==> src/rtl/dwgs_pkg.sv <==
// Shared types, constants and helpers for the damped wave stencil step unit.
// No dependencies; every other file in rtl/ refers to this package by scoped names.
`default_nettype none

package dwgs_pkg;

    localparam int MAX_COLUMNS = 32;
    localparam int VALUE_BITS  = 16;
    localparam int IDX_W       = $clog2(MAX_COLUMNS);
    localparam int COL_W       = 6;
    localparam int GAIN_W      = 16;
    localparam int GAIN_FRAC   = 14;

    // laplacian: four neighbors minus four times the center
    localparam int LAP_W = VALUE_BITS + 3;
    localparam int P1_W  = GAIN_W + 1 + LAP_W;
    localparam int P2_W  = GAIN_W + 1 + VALUE_BITS;
    localparam int ACC_W = P1_W + 1;

    localparam logic [1:0] REG_COLUMNS   = 2'd0;
    localparam logic [1:0] REG_WAVE_GAIN = 2'd1;
    localparam logic [1:0] REG_DAMP_GAIN = 2'd2;
    localparam logic [1:0] REG_TIME_STEP = 2'd3;

    typedef struct packed {
        logic             cap;
        logic             rd_en;
        logic [IDX_W-1:0] rd_addr;
        logic             rdb_en;
        logic [IDX_W-1:0] right_addr;
        logic [IDX_W-1:0] left_addr;
        logic             latch;
        logic             lap_en;
        logic             top_use;
        logic             left_use;
        logic             left_prev;
        logic             right_use;
        logic             bottom_self;
        logic             mul_en;
        logic             acc_en;
        logic             mul2_en;
        logic             out_load;
        logic             out_done;
        logic             wr_en;
        logic [IDX_W-1:0] wr_addr;
    } dp_cmd_t;

    typedef struct packed {
        logic out_free;
    } dp_status_t;

    function automatic logic signed [VALUE_BITS-1:0] sat_value(
        input logic signed [ACC_W-1:0] v);
        logic signed [ACC_W-1:0] hi;
        logic signed [ACC_W-1:0] lo;
        logic signed [VALUE_BITS-1:0] res;
        hi = {{(ACC_W-VALUE_BITS+1){1'b0}}, {(VALUE_BITS-1){1'b1}}};
        lo = ~hi;
        if (v > hi)
            res = hi[VALUE_BITS-1:0];
        else if (v < lo)
            res = lo[VALUE_BITS-1:0];
        else
            res = v[VALUE_BITS-1:0];
        return res;
    endfunction

endpackage

`default_nettype wire

==> src/rtl/dwgs_ctrl.sv <==
// Sequencer of the stencil step unit: column position, row count, flush loop,
// and the command word for dwgs_dp. Uses dwgs_pkg.
`default_nettype none

module dwgs_ctrl (
    input  wire logic                          clk,
    input  wire logic                          rst_n,
    input  wire logic                          in_valid,
    output logic                               in_ready,
    input  wire logic                          in_last,
    input  wire logic [dwgs_pkg::COL_W-1:0]    columns,
    input  wire dwgs_pkg::dp_status_t          status,
    output dwgs_pkg::dp_cmd_t                  cmd
);

    localparam int IW = dwgs_pkg::IDX_W;

    typedef enum logic [8:0] {
        S_IDLE  = 9'b000000001,
        S_RD_A  = 9'b000000010,
        S_RD_B  = 9'b000000100,
        S_LAP   = 9'b000001000,
        S_MUL   = 9'b000010000,
        S_ACC   = 9'b000100000,
        S_MUL2  = 9'b001000000,
        S_EMIT  = 9'b010000000,
        S_WRITE = 9'b100000000
    } state_t;

    state_t          state_reg, state_next;
    logic [IW-1:0]   col_reg, col_next;
    logic [1:0]      rows_reg, rows_next;
    logic [IW-1:0]   x_reg, x_next;
    logic [IW-1:0]   k_reg, k_next;
    logic            fend_reg, fend_next;
    logic            flush_reg, flush_next;

    logic [dwgs_pkg::COL_W-1:0] cols;
    logic [IW-1:0]   cols_m1, x_in, pos;
    logic            in_fire, row_end;

    always_comb
    begin
        if (columns == '0)
            cols = dwgs_pkg::COL_W'(1);
        else if (columns > dwgs_pkg::COL_W'(dwgs_pkg::MAX_COLUMNS))
            cols = dwgs_pkg::COL_W'(dwgs_pkg::MAX_COLUMNS);
        else
            cols = columns;
        cols_m1 = IW'(cols - dwgs_pkg::COL_W'(1));
        x_in    = (col_reg > cols_m1) ? cols_m1 : col_reg;
        pos     = flush_reg ? k_reg : x_reg;
        row_end = (x_reg == cols_m1);
    end

    assign in_ready = (state_reg == S_IDLE);
    assign in_fire  = in_valid && in_ready;

    always_comb
    begin
        state_next = state_reg;
        col_next   = col_reg;
        rows_next  = rows_reg;
        x_next     = x_reg;
        k_next     = k_reg;
        fend_next  = fend_reg;
        flush_next = flush_reg;

        cmd             = '0;
        cmd.cap         = in_fire;
        cmd.rd_addr     = pos;
        cmd.right_addr  = pos + IW'(1);
        cmd.left_addr   = pos - IW'(1);
        cmd.wr_addr     = x_reg;
        cmd.top_use     = (rows_reg >= 2'd2);
        cmd.left_use    = (pos != '0);
        cmd.left_prev   = flush_reg;
        cmd.right_use   = (pos != cols_m1);
        cmd.bottom_self = flush_reg;
        cmd.out_done    = flush_reg && (k_reg == cols_m1);

        case (state_reg)
            S_IDLE:
            begin
                if (in_fire)
                begin
                    x_next     = x_in;
                    fend_next  = in_last;
                    flush_next = 1'b0;
                    state_next = S_RD_A;
                end
            end
            S_RD_A:
            begin
                cmd.rd_en  = 1'b1;
                state_next = S_RD_B;
            end
            S_RD_B:
            begin
                cmd.latch  = 1'b1;
                cmd.rdb_en = 1'b1;
                // first row has no lower neighbor yet: only shift the stores
                if (!flush_reg && rows_reg == 2'd0)
                    state_next = S_WRITE;
                else
                    state_next = S_LAP;
            end
            S_LAP:
            begin
                cmd.lap_en = 1'b1;
                state_next = S_MUL;
            end
            S_MUL:
            begin
                cmd.mul_en = 1'b1;
                state_next = S_ACC;
            end
            S_ACC:
            begin
                cmd.acc_en = 1'b1;
                state_next = S_MUL2;
            end
            S_MUL2:
            begin
                cmd.mul2_en = 1'b1;
                state_next  = S_EMIT;
            end
            S_EMIT:
            begin
                if (status.out_free)
                begin
                    cmd.out_load = 1'b1;
                    if (!flush_reg)
                        state_next = S_WRITE;
                    else if (k_reg == cols_m1)
                    begin
                        flush_next = 1'b0;
                        rows_next  = 2'd0;
                        state_next = S_IDLE;
                    end
                    else
                    begin
                        k_next     = k_reg + IW'(1);
                        state_next = S_RD_A;
                    end
                end
            end
            S_WRITE:
            begin
                cmd.wr_en  = 1'b1;
                state_next = S_IDLE;
                if (!row_end)
                begin
                    col_next = x_reg + IW'(1);
                    if (fend_reg)
                    begin
                        col_next  = '0;
                        rows_next = 2'd0;
                    end
                end
                else
                begin
                    col_next = '0;
                    if (rows_reg < 2'd2)
                        rows_next = rows_reg + 2'd1;
                    // last cell of the grid: sweep the final row
                    if (fend_reg)
                    begin
                        flush_next = 1'b1;
                        k_next     = '0;
                        state_next = S_RD_A;
                    end
                end
            end
            default:
            begin
                state_next = S_IDLE;
            end
        endcase
    end

    always_ff @(posedge clk or negedge rst_n)
    begin
        if (!rst_n)
        begin
            state_reg <= S_IDLE;
            col_reg   <= '0;
            rows_reg  <= 2'd0;
            x_reg     <= '0;
            k_reg     <= '0;
            fend_reg  <= 1'b0;
            flush_reg <= 1'b0;
        end
        else
        begin
            state_reg <= state_next;
            col_reg   <= col_next;
            rows_reg  <= rows_next;
            x_reg     <= x_next;
            k_reg     <= k_next;
            fend_reg  <= fend_next;
            flush_reg <= flush_next;
        end
    end

    a_load_when_free: assert property (@(posedge clk) disable iff (!rst_n)
        cmd.out_load |-> status.out_free)
        else $error("result loaded while output register still held");

    a_rows_bounded: assert property (@(posedge clk) disable iff (!rst_n)
        rows_reg != 2'd3)
        else $error("row count out of range");

    a_fire_starts_read: assert property (@(posedge clk) disable iff (!rst_n)
        in_fire |=> (state_reg == S_RD_A) && !flush_reg)
        else $error("accepted item did not start a store read");

    a_write_exit: assert property (@(posedge clk) disable iff (!rst_n)
        (state_reg == S_WRITE) |=> (state_reg == S_IDLE) || (state_reg == S_RD_A))
        else $error("bad state after store write");

endmodule

`default_nettype wire

==> config.mk <==
export PLATFORM = sky130hd
export DESIGN_NAME = dwgs_ctrl
export DESIGN_NICKNAME = d
export VERILOG_FILES = /design/src/rtl/dwgs_pkg.sv /design/src/rtl/dwgs_ctrl.sv
export SDC_FILE = /design/constraint.sdc
export NUM_CORES = 1
export LEC_CHECK = 0
export BUFFER_PORTS_ARGS = -buffer_cell sky130_fd_sc_hd__buf_2
export CAP_MARGIN = 15
export CORE_MARGIN = 2
export CORE_UTILIZATION = 59
export CTS_CLUSTER_SIZE = 28
export DETAILED_ROUTE_END_ITERATION = 10
export PLACE_DENSITY_LB_ADDON = 0.25
export SLEW_MARGIN = 20
export SYNTH_ARGS = -nofsm -noshare
export SYNTH_HDL_FRONTEND = slang
export SYNTH_SLANG_ARGS = --single-unit
==> constraint.sdc <==
create_clock -name clk -period 3.8 [get_ports clk]
set_input_delay 0 -clock clk [delete_from_list [all_inputs] [get_ports clk]]
set_output_delay 0 -clock clk [all_outputs]
set_load 0.05 [all_outputs]
Word level (Yosys, flattened, before mapping)
Index checks and enable logic that the tools add are counted.
W data, S select, Z words.
- add/subtract/negate cells: 6
- order comparisons: 4
- reduce and logical (&&, ||, !) cells: 14
- equality and inequality tests: 21
- multiplexer cells: 43
- operators with widths (kind ; count):
    $pmux W9 S9 ; 1
    $mux W5 ; 11
    $mux W9 ; 4
    $mux W2 ; 9
    $add A5 B1 Y5 const B ; 3
    $mux W1 ; 15
    $ne A2 B2 Y1 const B ; 6
    $reduce_and A6 Y1 ; 2
    $eq A5 B5 Y1 ; 2
    $pmux W5 S2 ; 1
    $sub A5 B1 Y5 const B ; 2
    $eq A9 B1 Y1 const B ; 1
    $eq A9 B2 Y1 const B ; 1
    $eq A9 B3 Y1 const B ; 1
    $eq A9 B4 Y1 const B ; 1
    $eq A9 B5 Y1 const B ; 1
    $eq A9 B6 Y1 const B ; 1
    $eq A9 B7 Y1 const B ; 1
    $eq A9 B8 Y1 const B ; 1
    $eq A9 B9 Y1 const B ; 1
    $gt A6 B6 Y1 const B ; 1
    $logic_not A6 Y1 ; 1
    $ne A3 B3 Y1 const B ; 2
    $gt A5 B5 Y1 ; 1
    15 further kinds ; 18
- logic and storage cells: 95
- bits of input ports: 11
- register bits after elaboration: 28
- output and inout port bits: 37

Longest topological paths before layout
Gate-level depths: netlist (run 1).
- depth after elaboration: 9
- mapped depth: 13

Worst setup path after synthesis (run 1)
No wires, ideal clock.
- path kind: flip-flop to output port
- start: register flush_reg
- end: output port cmd[25] in the netlist's numbering
- data required time: 3.800 ns
- data arrival time: 3.790 ns
- setup slack: 0.010 ns
- path buffers: 1
- cell stages (with the launch flop): 6
- cell sequence: dfrtp_1 > clkbuf_1 > mux2i_1 > inv_1 > ha_1 > xnor2_1
- RTL lines (element ; RTL line ; text):
    from (decl) ; dwgs_ctrl.sv:36 ; logic flush_reg, flush_next;
    from (signal assigned) ; dwgs_ctrl.sv:202 ; flush_reg <= flush_next;
    to (decl) ; dwgs_ctrl.sv:13 ; output dwgs_pkg::dp_cmd_t cmd

Worst setup path in the final report (run 1)
- start: input port columns[2] in the netlist's numbering
- end: register k_reg[3]
- longest elaborated chain between the ends: 7
- elaborated cells on any way between the ends: 10
- those cells by class: add/sub: 1; order compare: 1; eq/ne: 4; mux: 2; reduce/logical: 2
- ends and longest elaborated chain (element ; RTL line ; text):
    from (decl) ; dwgs_ctrl.sv:11 ; input wire logic [dwgs_pkg::COL_W-1:0] columns,
    $gt A6 B6 Y1 ; dwgs_ctrl.sv:46 ; else if (columns > dwgs_pkg::COL_W'(dwgs_pkg::MAX_COLUMNS))
    $mux W5 ; dwgs_ctrl.sv:46 ;
    $mux W5 (*) ; dwgs_ctrl.sv:44 ; if (columns == '0)
    $sub A5 B1 Y5 (*) ; dwgs_ctrl.sv:50 ; cols_m1 = IW'(cols - dwgs_pkg::COL_W'(1));
    $eq A5 B5 Y1, on equally long branches ; dwgs_ctrl.sv:135, dwgs_ctrl.sv:53 ;
    $ne A2 B2 Y1 (no source line) ; n/a ;
    $reduce_and A6 Y1 (no source line) (*) ; n/a ;
    to (signal assigned) ; dwgs_ctrl.sv:200 ; k_reg <= k_next;
    to (decl) ; dwgs_ctrl.sv:34 ; logic [IW-1:0] k_reg, k_next;
Mark *: on every way between the ends. The rest lies on a longest branch, timed or not.
A chain may end at the register's enable or synchronous reset.

==> results.ini, run 1 <==
[worst_setup_path]
cp.required_ns = 3.98
path_class = primary input to flop
start_kind = primary input
r2r-end = k_reg[3]
rr_startpoint = state_reg[4]
crit_arrival_ns = 3.10
cp-end-kind = flop
critPathMaxFanout = 8
reg2regPathDepth = 7
reg2reg_slack_ns = 1.05

[pwr]
p_seq_share_pct = 23.1
switching_power_mw = 1.28
power.internal_uw = 917
power_frac_clock_pct = 8.5
p_sw_share_pct = 58.3
p_leak_nw = 1.26
cellPowerDensity_nw_per_um2 = 837
power_frac_comb_pct = 68.4
total_power_mw = 2.20
ir_drop_v = 0.000508

[floorplan]
rows = 22
start_util_pct = 61.9
dieArea_um2 = 4410
coreArea_um2 = 3720
pin_count = 48
die_y_um = 66.4
die_w_um = 66.4

[clocking]
ctsHtreeMaxLevel = 1
cts_buffers = 3
clockBufferDepth = 2
cts_setup_buffers = 0
cts_tree = built
post_cts_resized = 0
cts.clk_slew.worst_paths_ns = 0.10
clk_latency_ns = 0.28
clock_sinks = 28
hold_buffers = 2
root_buffer = clkbuf_8

[layout]
final_cell_mix = buf_2 (47), dfrtp_1 (27), inv_1 (19), nand2_1 (18), xnor2_1 (16)
largest_reg_flops = 9
drive_gt1_share_pct = 22.6
nets = 323
finish.instance_area_um2 = 2630
syn2layout_area_growth_pct = 14.1
final_common_cell = buf_2
insertedDiodeCount = 0
fin_cells = 345

[logic_synthesis]
synth_nets = 277
synth-edff-count = 0
synth_top_family_by_area = simple AND/OR/NAND/NOR gates
yosys.area_share.adder_pct = 7.62
synth-xor-area-share_pct = 11.1
synthSimpleGateAreaFrac_pct = 23.6
synth_cell_types = 55
synth_flop_cell = dfrtp_1
ys_seq_area_share_pct = 30.5
async_reset_ff_share_pct = 100
avgSynthCellArea_um2 = 9.13
synth_area_um2 = 2300
muxShareOfSynthArea_pct = 5.82
ys_ff_latch = 28
synthCells = 252
ys_warn_count = 0
synth_compound_area_share_pct = 15.8

[drt]
drt_iter0_markers = 170
via_count = 2013
wl_met3_um = 187
drt_pre_antenna_iters = 4
wl_met2_um = 2540
antenna_left = 0
wl_met1_um = 2500
viasPerCell = 5.83
route.top_layer_used = met4
detail_route.wl_per_cell_um = 15.2
drc = 0
finalWirelength_um = 5250

[sta]
min_period_over_period_pct = 77.0
tightest_slew_ns = 0.647
maxSlewHeadroom_pct = 55.7
min_period_ns = 2.92
setup_tns_ns = 0
fin_worst_skew_ns = 0.00504
hold_viol_final = 0
rsz0062_at_grt = false
drv_slew = 0
setup_viol_count_final = 0
fmax_ghz = 0.342

[min_path]
hold_start = status
holdPathEnd = state_reg[7]
hp-class = primary input to flop
min_path_cells = 2

[global_routing]
grt_overflow_total = 0
antenna_found_initial = 0
grt_pass1_vias = 1827
grt_max_degree = 29
grt_pass1_wl_um = 8710
grt.total_usage_pct = 25.5

[run]
cap_violations = 0

[place]
place_area_um2 = 2550
gp_congestion = 0.899
dpl.cell_count = 339
dp_hpwl_um = 4130
io_buffers = 47

[run_status]
status = finished, final reports clean

[logic make-up after synthesis]
| logic type | after synthesis |
|---|---|
| and+or+nand+nor | 93 |
| AOI/OAI and AO/OA | 49 |
| buffers and inverters | 29 |
| DFF | 28 |
| xor gates and xnor gates | 26 |
| adders and majority gates | 14 |
| muxes | 13 |
[through the flow]
step / util, % / worst slack [ns] / hold slack, ns
final: 70.6 / 0.876 / 0.0104
after global routing: 70.6 / 0.593 / 0.0142
after CTS: 70.6 / 0.865 / 0.00526
after detailed placement: 68.6 / 0.567 / 0.0487
after global placement: 68.6 / 0.679 / 0.0507
after floorplan: - / 0.00980 / -0.296
[worst max-delay path, cell delays in order]
cell and delay, ns:
buf_2 0.14, nor4_1 0.07, o21bai_1 0.47, ha_1 0.39
or4b_1 0.45, o211a_2 0.18, xnor2_1 0.15, or4_4 0.59
a211oi_2 0.35, nand3_1 0.13, and3_1 0.18
[worst max-delay path by stage]
stage                          end  slack [ns]  startpoint  cells past startpoint
after CTS                 k_reg[3]        0.87  columns[2]                     11
after detailed placement  k_reg[3]        0.57  columns[2]                     11
after floorplan            cmd[25]        0.01   flush_reg                      5
after global routing      x_reg[4]        0.59  columns[2]                     14
final                     k_reg[3]        0.88  columns[2]                     11
after global placement    k_reg[4]        0.68  columns[2]                     11
[Yosys cell counts, types with 2 or more instances]
cell	count	area, um2
dfrtp_1	27	676
inv_1	19	71.3
nand2_1	18	67.6
xnor2_1	16	140
o21ai_0	15	75.1
ha_1	14	175
nand3_1	14	70.1
and3_1	11	68.8
nor2_1	11	41.3
mux2i_1	10	100
nor3_1	8	40.0
xor2_1	8	70.1
nor2b_1	6	37.5
buf_4	5	37.5
a21oi_1	4	20.0
a31oi_1	4	25.0
clkbuf_1	4	15.0
nor4_1	4	25.0
o22ai_1	4	25.0
a211oi_1	3	22.5
mux2_2	3	33.8
nand2b_1	3	18.8
and2_1	2	12.5
and4b_1	2	20.0
and4bb_2	2	25.0
o21bai_1	2	15.0
or3_1	2	12.5
or4_1	2	15.0
or4b_1	2	20.0
xnor3_1	2	45.0
[final cells by class]
type                       instances  area (um2)
tap                               48        60.1
multi-input combinational        195        1470
clock buffer                       4        55.1
timing repair buffer              50         263
inverter                          20        75.1
fill                             309        1090
sequential                        28         702
[power groups by stage]
| stage | logic [mW] | registers, mW | clock network [mW] |
|---|---|---|---|
| after floorplan | 1.15 | 0.553 | 0 |
| after global placement | 1.48 | 0.504 | 0 |
| after detailed placement | 1.50 | 0.512 | 0 |
| after CTS | 1.51 | 0.504 | 0.191 |
| after global routing | 1.62 | 0.519 | 0.204 |
| final | 1.50 | 0.506 | 0.188 |
[per-layer routing]
layer	global-route usage [%]	up-vias
met4	3.57	0
met3	3.58	5
met5	0	-
li1	-	1004
met2	40.8	37
met1	37.4	967
Note: power is estimated with default switching activity, not from simulation.
==> run 2: changes to the inputs <==
--- a/config.mk
+++ b/config.mk
@@ -5,10 +5,11 @@
 export SDC_FILE = /design/constraint.sdc
 export NUM_CORES = 1
 export LEC_CHECK = 0
+export ABC_AREA = 1
 export BUFFER_PORTS_ARGS = -buffer_cell sky130_fd_sc_hd__buf_2
 export CAP_MARGIN = 15
 export CORE_MARGIN = 2
-export CORE_UTILIZATION = 59
+export CORE_UTILIZATION = 55
 export CTS_CLUSTER_SIZE = 28
 export DETAILED_ROUTE_END_ITERATION = 10
 export PLACE_DENSITY_LB_ADDON = 0.25
==> constraint.sdc (replaced) <==
create_clock -name clk -period 2.9 [get_ports clk]
set_input_delay 0 -clock clk [delete_from_list [all_inputs] [get_ports clk]]
set_output_delay 0 -clock clk [all_outputs]
set_load 0.05 [all_outputs]
==> results.ini, run 2 <==
[worst_setup_path]
cpMostUsedCell = nand2_1
path_cells = buf_2, nor2_1, nand3_2, nand2_2, nand2_4, ha_1, nand3_1, nand2_1, ha_1, nand2_1, inv_1, o21ai_0, o211ai_1, nand2_1, inv_1, o21ai_0, o22ai_1
start_kind = primary input
cp.required_ns = 3.07  ; -0.91 ns
crit_buf_inv = 3  ; +2
reg2reg_slack_ns = 0.76  ; -0.29 ns
critPathMaxFanout = 9  ; +1
path_class = primary input to flop
cp-end-kind = flop
crit_arrival_ns = 2.39  ; -0.71 ns
critPathSlowestCell = ha_1
crit_family = simple AND/OR/NAND/NOR gates
slowest_delay_ns = 0.33  ; -0.26 ns

[place]
dp_hpwl_um = 4330  ; +4.9%
gp_congestion = 0.954  ; +6.1%
io_buffers = 47  ; unchanged
place_area_um2 = 2550  ; +0.15%

[global_routing]
grt_pass1_vias = 1980  ; +8.4%
grt.total_usage_pct = 24.4  ; -1.1 points
grt_pass1_wl_um = 8700  ; about the same
grt_max_degree = 29  ; unchanged
grt_overflow_total = 0  ; unchanged
antenna_found_initial = 0  ; unchanged

[pwr]
ir_drop_v = 0.00176  ; +250%
switching_power_mw = 1.95  ; +52%
cellPowerDensity_nw_per_um2 = 1190  ; +42%
power_frac_clock_pct = 10.1  ; +1.6 points
p_sw_share_pct = 62.0  ; +3.8 points
total_power_mw = 3.14  ; +43%
p_seq_share_pct = 20.1  ; -3.0 points
power_frac_comb_pct = 69.8  ; +1.4 points
p_leak_nw = 1.40  ; +11%
power.internal_mw = 1.19  ; +30%

[sta]
rsz0062_at_grt = false
fin_worst_skew_ns = 0.00246  ; -0.00258 ns
maxSlewHeadroom_pct = 58.1  ; +2.4 points
min_period_ns = 2.22
min_period_over_period_pct = 76.5
setup_tns_ns = 0  ; unchanged
setup_viol_count_final = 0  ; unchanged
whs_ns = 0.0310  ; +0.0206 ns
tightest_slew_ns = 0.629  ; -0.0180 ns
hold_viol_final = 0  ; unchanged
drv_slew = 0  ; unchanged
fmax_ghz = 0.451

[drt]
antenna_left = 0  ; unchanged
detail_route.wl_per_cell_um = 12.9  ; -15%
drt_iter0_markers = 155  ; -8.8%
drt_pre_antenna_iters = 4  ; unchanged
viasPerCell = 5.39  ; -7.5%
finalWirelength_um = 5450  ; +3.7%
drc = 0  ; unchanged
via_count = 2282  ; +13%

[clocking]
hold_buffers = 2  ; unchanged
post_cts_resized = 0  ; unchanged
cts_tree = built
cts_setup_buffers = 0  ; unchanged
ctsHtreeMaxLevel = 1  ; unchanged
clock_sinks = 28  ; unchanged
clk_latency_ns = 0.28  ; about the same
cts_buffers = 3  ; unchanged
clockBufferDepth = 2  ; unchanged
root_buffer = clkbuf_8
cts.clk_slew.worst_paths_ns = 0.10  ; about the same

[logic_synthesis]
synth-edff-count = 0  ; unchanged
netlist.top_cell.by_area = dfrtp_1
synth_nets = 352  ; +27%
async_reset_ff_share_pct = 100  ; unchanged
ys_ff_latch = 28  ; unchanged
synth.top_cells.by_count = nand2_1 (66), inv_1 (41), nand3_1 (37), nor2_1 (32), dfrtp_1 (27)
synth_most_common_cell = nand2_1
ys_seq_area_share_pct = 30.6  ; +0.12 points
synth_top_area_share_pct = 29.5  ; +0.11 points
ys_top_cells_by_area = dfrtp_1 (29%), nand2_1 (11%), nand3_1 (8.1%), ha_1 (7.6%), inv_1 (6.7%)
synth_flop_cell = dfrtp_1
synth_area_um2 = 2290  ; -0.38%
ys_warn_count = 0  ; unchanged
synth_cell_types = 35  ; -36%
avgSynthCellArea_um2 = 7.01  ; -23%
synthCells = 327  ; +30%

[floorplan]
die_y_um = 68.5  ; +3.2%
pin_count = 48  ; unchanged
die_w_um = 68.5  ; +3.2%
coreArea_um2 = 4000  ; +7.6%
dieArea_um2 = 4700  ; +6.5%
rows = 23  ; +4.5%
start_util_pct = 57.3  ; -4.6 points

[min_path]
hp-class = primary input to flop

[run]
cap_violations = 0  ; unchanged

[layout]
drive_gt1_share_pct = 20.1  ; -2.5 points
final_common_cell = nand2_1
nets = 399  ; +24%
finish.instance_area_um2 = 2650  ; +0.76%
insertedDiodeCount = 0  ; unchanged
final_cell_mix = nand2_1 (66), buf_2 (47), inv_1 (41), nand3_1 (37), nor2_1 (32)
syn2layout_area_growth_pct = 15.5
largest_reg_flops = 9  ; unchanged

[run_status]
status = finished, final reports clean

## run 2: worst paths after layout
| kind | startpoint | endpoint | depth (start not counted) |
|---|---|---|---|
| worst min register to register | state_reg[2] | state_reg[4] | 1 |
| min in group asynchronous | rst_n | k_reg[1] | 2 |
| worst min-delay path | status | state_reg[0] | 3 |
| worst max register to register | state_reg[5] | rows_reg[0] | 11 |
| worst max-delay path | columns[2] | x_reg[4] | 17 |
| max in group asynchronous | rst_n | col_reg[2] | 2 |
## run 2: worst min-delay path: cells and delay by family
| kind | cells | cell delay (ns) |
|---|---|---|
| buffers and inverters | 1 | 0.10 |
| AND/OR/NAND/NOR | 2 | 0.21 |
## run 2: power groups by stage
stage          Sequential, mW  Combinational [mW]  Clock (mW)
3_5_place_dp            0.633                2.18           0
5_1_grt                 0.647                2.34       0.334
6_report                0.629                2.19       0.318
2_1_floorplan           0.699                1.73           0
3_3_place_gp            0.635                2.16           0
4_1_cts                 0.626                2.19       0.321
## run 2: final cells by class
| cell class | count | area (um2) |
|---|---|---|
| clock buffers | 3 | 41.3 |
| clock inverters | 1 | 30.0 |
| fillers | 372 | 1360 |
| inverters | 44 | 165 |
| multi-input cells | 247 | 1380 |
| flip-flops and latches | 28 | 702 |
| well taps | 50 | 62.6 |
| repair buffers | 50 | 263 |
## run 2: layer usage
layer	vias up	track usage (%)	share of wire, %	wire length [um]
li1	1170	-	-	-
met5	-	0	0	0
met2	54	42.3	48	2610
met1	1054	31.7	46	2530
met3	4	3.25	4.8	259
met4	0	6.75	0.92	50
## run 2: per-stage QoR
step                setup slack [ns]  cells  utilization, %
floorplan                    -0.0964    327               -
global placement               0.534    417            63.8
detailed placement             0.405    417            63.8
CTS                            0.715    423            66.1
global route                   0.418    423            66.1
finish                         0.681    423            66.1
## run 2: cell families after synthesis
| kind of cell | Yosys count | synth area share [%] |
|---|---|---|
| AND/OR/NAND/NOR | 173 | 35.6 |
| buffers and inverters | 52 | 9.39 |
| adder cells (fa/ha/maj) | 14 | 7.65 |
| AO/OA/AOI/OAI | 42 | 9.83 |
| flip-flops | 28 | 30.6 |
| XOR/XNOR | 18 | 6.88 |
==> run 3: changes to the inputs <==
--- a/config.mk
+++ b/config.mk
@@ -9,7 +9,7 @@
 export BUFFER_PORTS_ARGS = -buffer_cell sky130_fd_sc_hd__buf_2
 export CAP_MARGIN = 15
 export CORE_MARGIN = 2
-export CORE_UTILIZATION = 55
+export CORE_UTILIZATION = 50
 export CTS_CLUSTER_SIZE = 28
 export DETAILED_ROUTE_END_ITERATION = 10
 export PLACE_DENSITY_LB_ADDON = 0.25
==> constraint.sdc (replaced) <==
create_clock -name clk -period 1.9 [get_ports clk]
set_input_delay 0 -clock clk [delete_from_list [all_inputs] [get_ports clk]]
set_output_delay 0 -clock clk [all_outputs]
set_load 0.05 [all_outputs]
==> results.ini, run 3 (same netlist as run 2, synthesis figures left out) <==
[floorplan]
rows = 24  ; +4.3%
die_w_um = 71.7  ; +4.6%
dieArea_um2 = 5140  ; +9.4%
start_util_pct = 52.3  ; -5.0 points
die_y_um = 71.7  ; +4.6%
coreArea_um2 = 4380  ; +9.6%
pin_count = 48  ; unchanged

[drt]
drt_pre_antenna_iters = 5  ; +1
detail_route.wl_per_cell_um = 15.8  ; +22%
drc = 0  ; unchanged
via_count = 2675  ; +17%
finalWirelength_um = 7440  ; +37%
antenna_left = 0  ; unchanged
viasPerCell = 5.67  ; +5.1%
drt_iter0_markers = 194  ; +25%

[layout]
drive_gt1_share_pct = 44.0  ; +24 points
nets = 446  ; +12%
syn2layout_area_growth_pct = 51.6
insertedDiodeCount = 0  ; unchanged
fillCellCount = 283  ; -24%
finish.instance_area_um2 = 3470  ; +31%
largest_reg_flops = 9  ; unchanged
final_cell_mix = nand2_1 (55), buf_4 (48), buf_2 (37), inv_1 (36), nand3_1 (30)
final_common_cell = nand2_1

[worst_setup_path]
start_kind = primary input
reg2reg_slack_ns = -0.01  ; -0.77 ns
crit_arrival_ns = 2.18  ; -0.21 ns
cp.required_ns = 2.10  ; -0.97 ns
rr_startpoint = col_reg[3]
reg2regPathDepth = 9  ; -2
cp-end-kind = flop
r2r-end = x_reg[2]
critPathMaxFanout = 5  ; -4
path_class = primary input to flop

[clocking]
cts_tree = built
clockBufferDepth = 2  ; unchanged
clk_latency_ns = 0.28  ; about the same
ctsHtreeMaxLevel = 1  ; unchanged
cts.clk_slew.worst_paths_ns = 0.09  ; about the same
cts_buffers = 3  ; unchanged
clock_sinks = 28  ; unchanged
root_buffer = clkbuf_8

[min_path]
hold_start = status
holdPathEnd = state_reg[0]
min_path_cells = 3  ; unchanged
hp-class = primary input to flop

[sta]
min_period_ns = 1.98
tightest_slew_ns = 0.639  ; +0.0108 ns
fmax_ghz = 0.505
min_period_over_period_pct = 104
hold_viol_final = 0  ; unchanged
worst_slack_ns = -0.0800  ; -0.761 ns
setup_viol_count_final = 6  ; +6
maxSlewHeadroom_pct = 57.4  ; -0.72 points
fin_worst_skew_ns = 0.00943  ; +0.00697 ns
drv_slew = 0  ; unchanged
rsz0062_at_grt = true

[run_status]
violations = setup timing
status = finished with violations

[place]
gp_congestion = 0.965  ; +1.1%
dp_slack_ns = -0.214  ; -0.619 ns
place_area_um2 = 3070  ; +20%
io_buffers = 47  ; unchanged
dp_hpwl_um = 5090  ; +18%

[pwr]
ir_drop_v = 0.00128  ; -27%
cellPowerDensity_nw_per_um2 = 1730  ; +46%
p_leak_nw = 1.69  ; +21%

[global_routing]
grt_pass1_wl_um = 11200  ; +28%
grt_pass1_vias = 2476  ; +25%
grt.total_usage_pct = 27.0  ; +2.6 points
antenna_found_initial = 0  ; unchanged
grt_overflow_total = 0  ; unchanged
grt_max_degree = 29  ; unchanged

[run]
cap_violations = 0  ; unchanged

-- run 3: cell count changes in the layout (fill, tap and decap cells not counted), sizes merged --
cell and change:
clkbuf +2, clkinv -1, nand2 +1, inv -1, clkinvlp +2, buf +45
bufinv -1
-- run 3: through the flow --
stage / power [mW] / hold WS (ns) / instances / setup TNS (ns) / util (%)
6_report: 6.01 / 0.0400 / 472 / -0.287 / 79.2
5_1_grt: 6.32 / 0.0705 / 472 / -1.40 / 79.2
4_1_cts: 5.63 / 0.0745 / 466 / -0.0668 / 73.8
3_5_place_dp: 4.99 / 0.0567 / 456 / -1.69 / 70.1
3_3_place_gp: 4.92 / 0.0550 / 456 / -0.539 / 70.1
2_1_floorplan: 4.15 / -0.296 / 327 / -2.18 / -
-- run 3: layout make-up --
type | instances | area (um2) | area share, %
Multi-Input combinational cell | 248 | 1800 | 51.9
Timing Repair Buffer | 96 | 663 | 19.1
Tap cell | 52 | 65.1 | 1.87
Clock buffer | 4 | 55.1 | 1.59
Inverter | 44 | 178 | 5.12
Sequential cell | 28 | 709 | 20.4
-- run 3: how the worst max path moves through the flow --
stage,from,to,slack [ns],cells after the start
final,columns[2],x_reg[2],-0.08,16
after global routing,columns[1],x_reg[2],-0.15,16
after CTS,flush_reg,cmd[21],-0.05,6
after detailed placement,columns[2],x_reg[4],-0.21,18
after global placement,columns[2],x_reg[4],-0.12,18
after floorplan,x_reg[0],cmd[27],-0.41,5
-- run 3: worst max-delay path, cell delays in order --
cell	delay, ns
buf_2	0.11
buf_4	0.15
o21ai_0	0.17
buf_4	0.17
nand2_2	0.05
nand2_2	0.09
nand2_4	0.05
ha_1	0.28
nand2_2	0.06
inv_2	0.09
nand3_2	0.09
o211ai_1	0.27
nand2_2	0.16
o21ai_1	0.22
a21oi_1	0.06
a21oi_1	0.15
-- run 3: what timing repair did --
| action | in CTS | in global routing |
|---|---|---|
| hold buffers | 2 | 0 |
| gates cloned | 0 | 1 |
| endpoints found under the setup margin | 15 | 26 |
| hold endpoints to repair | 28 | 0 |
| pin swaps | 5 | 20 |
| buffers inserted | 4 | 5 |
| resized for setup | 19 | 60 |
-- run 3: power by group --
group | internal [mW] | leakage [nW] | switching [mW]
registers | 0.754 | 0.340 | 0.213
clock network | 0.186 | 0.0288 | 0.200
logic | 1.52 | 1.32 | 3.14
total | 2.46 | 1.69 | 3.55
-- run 3: per-layer routing --
metal  part of all wire (%)  track usage [%]  routed length (um)  vias to the layer above
li1                       -                -                   -                     1259
met1                     40             36.7                2940                     1263
met2                     51             46.1                3790                      129
met3                    6.8             3.38                 509                       24
met4                    2.6             6.71                 191                        0
met5                      0                0                   0                        -
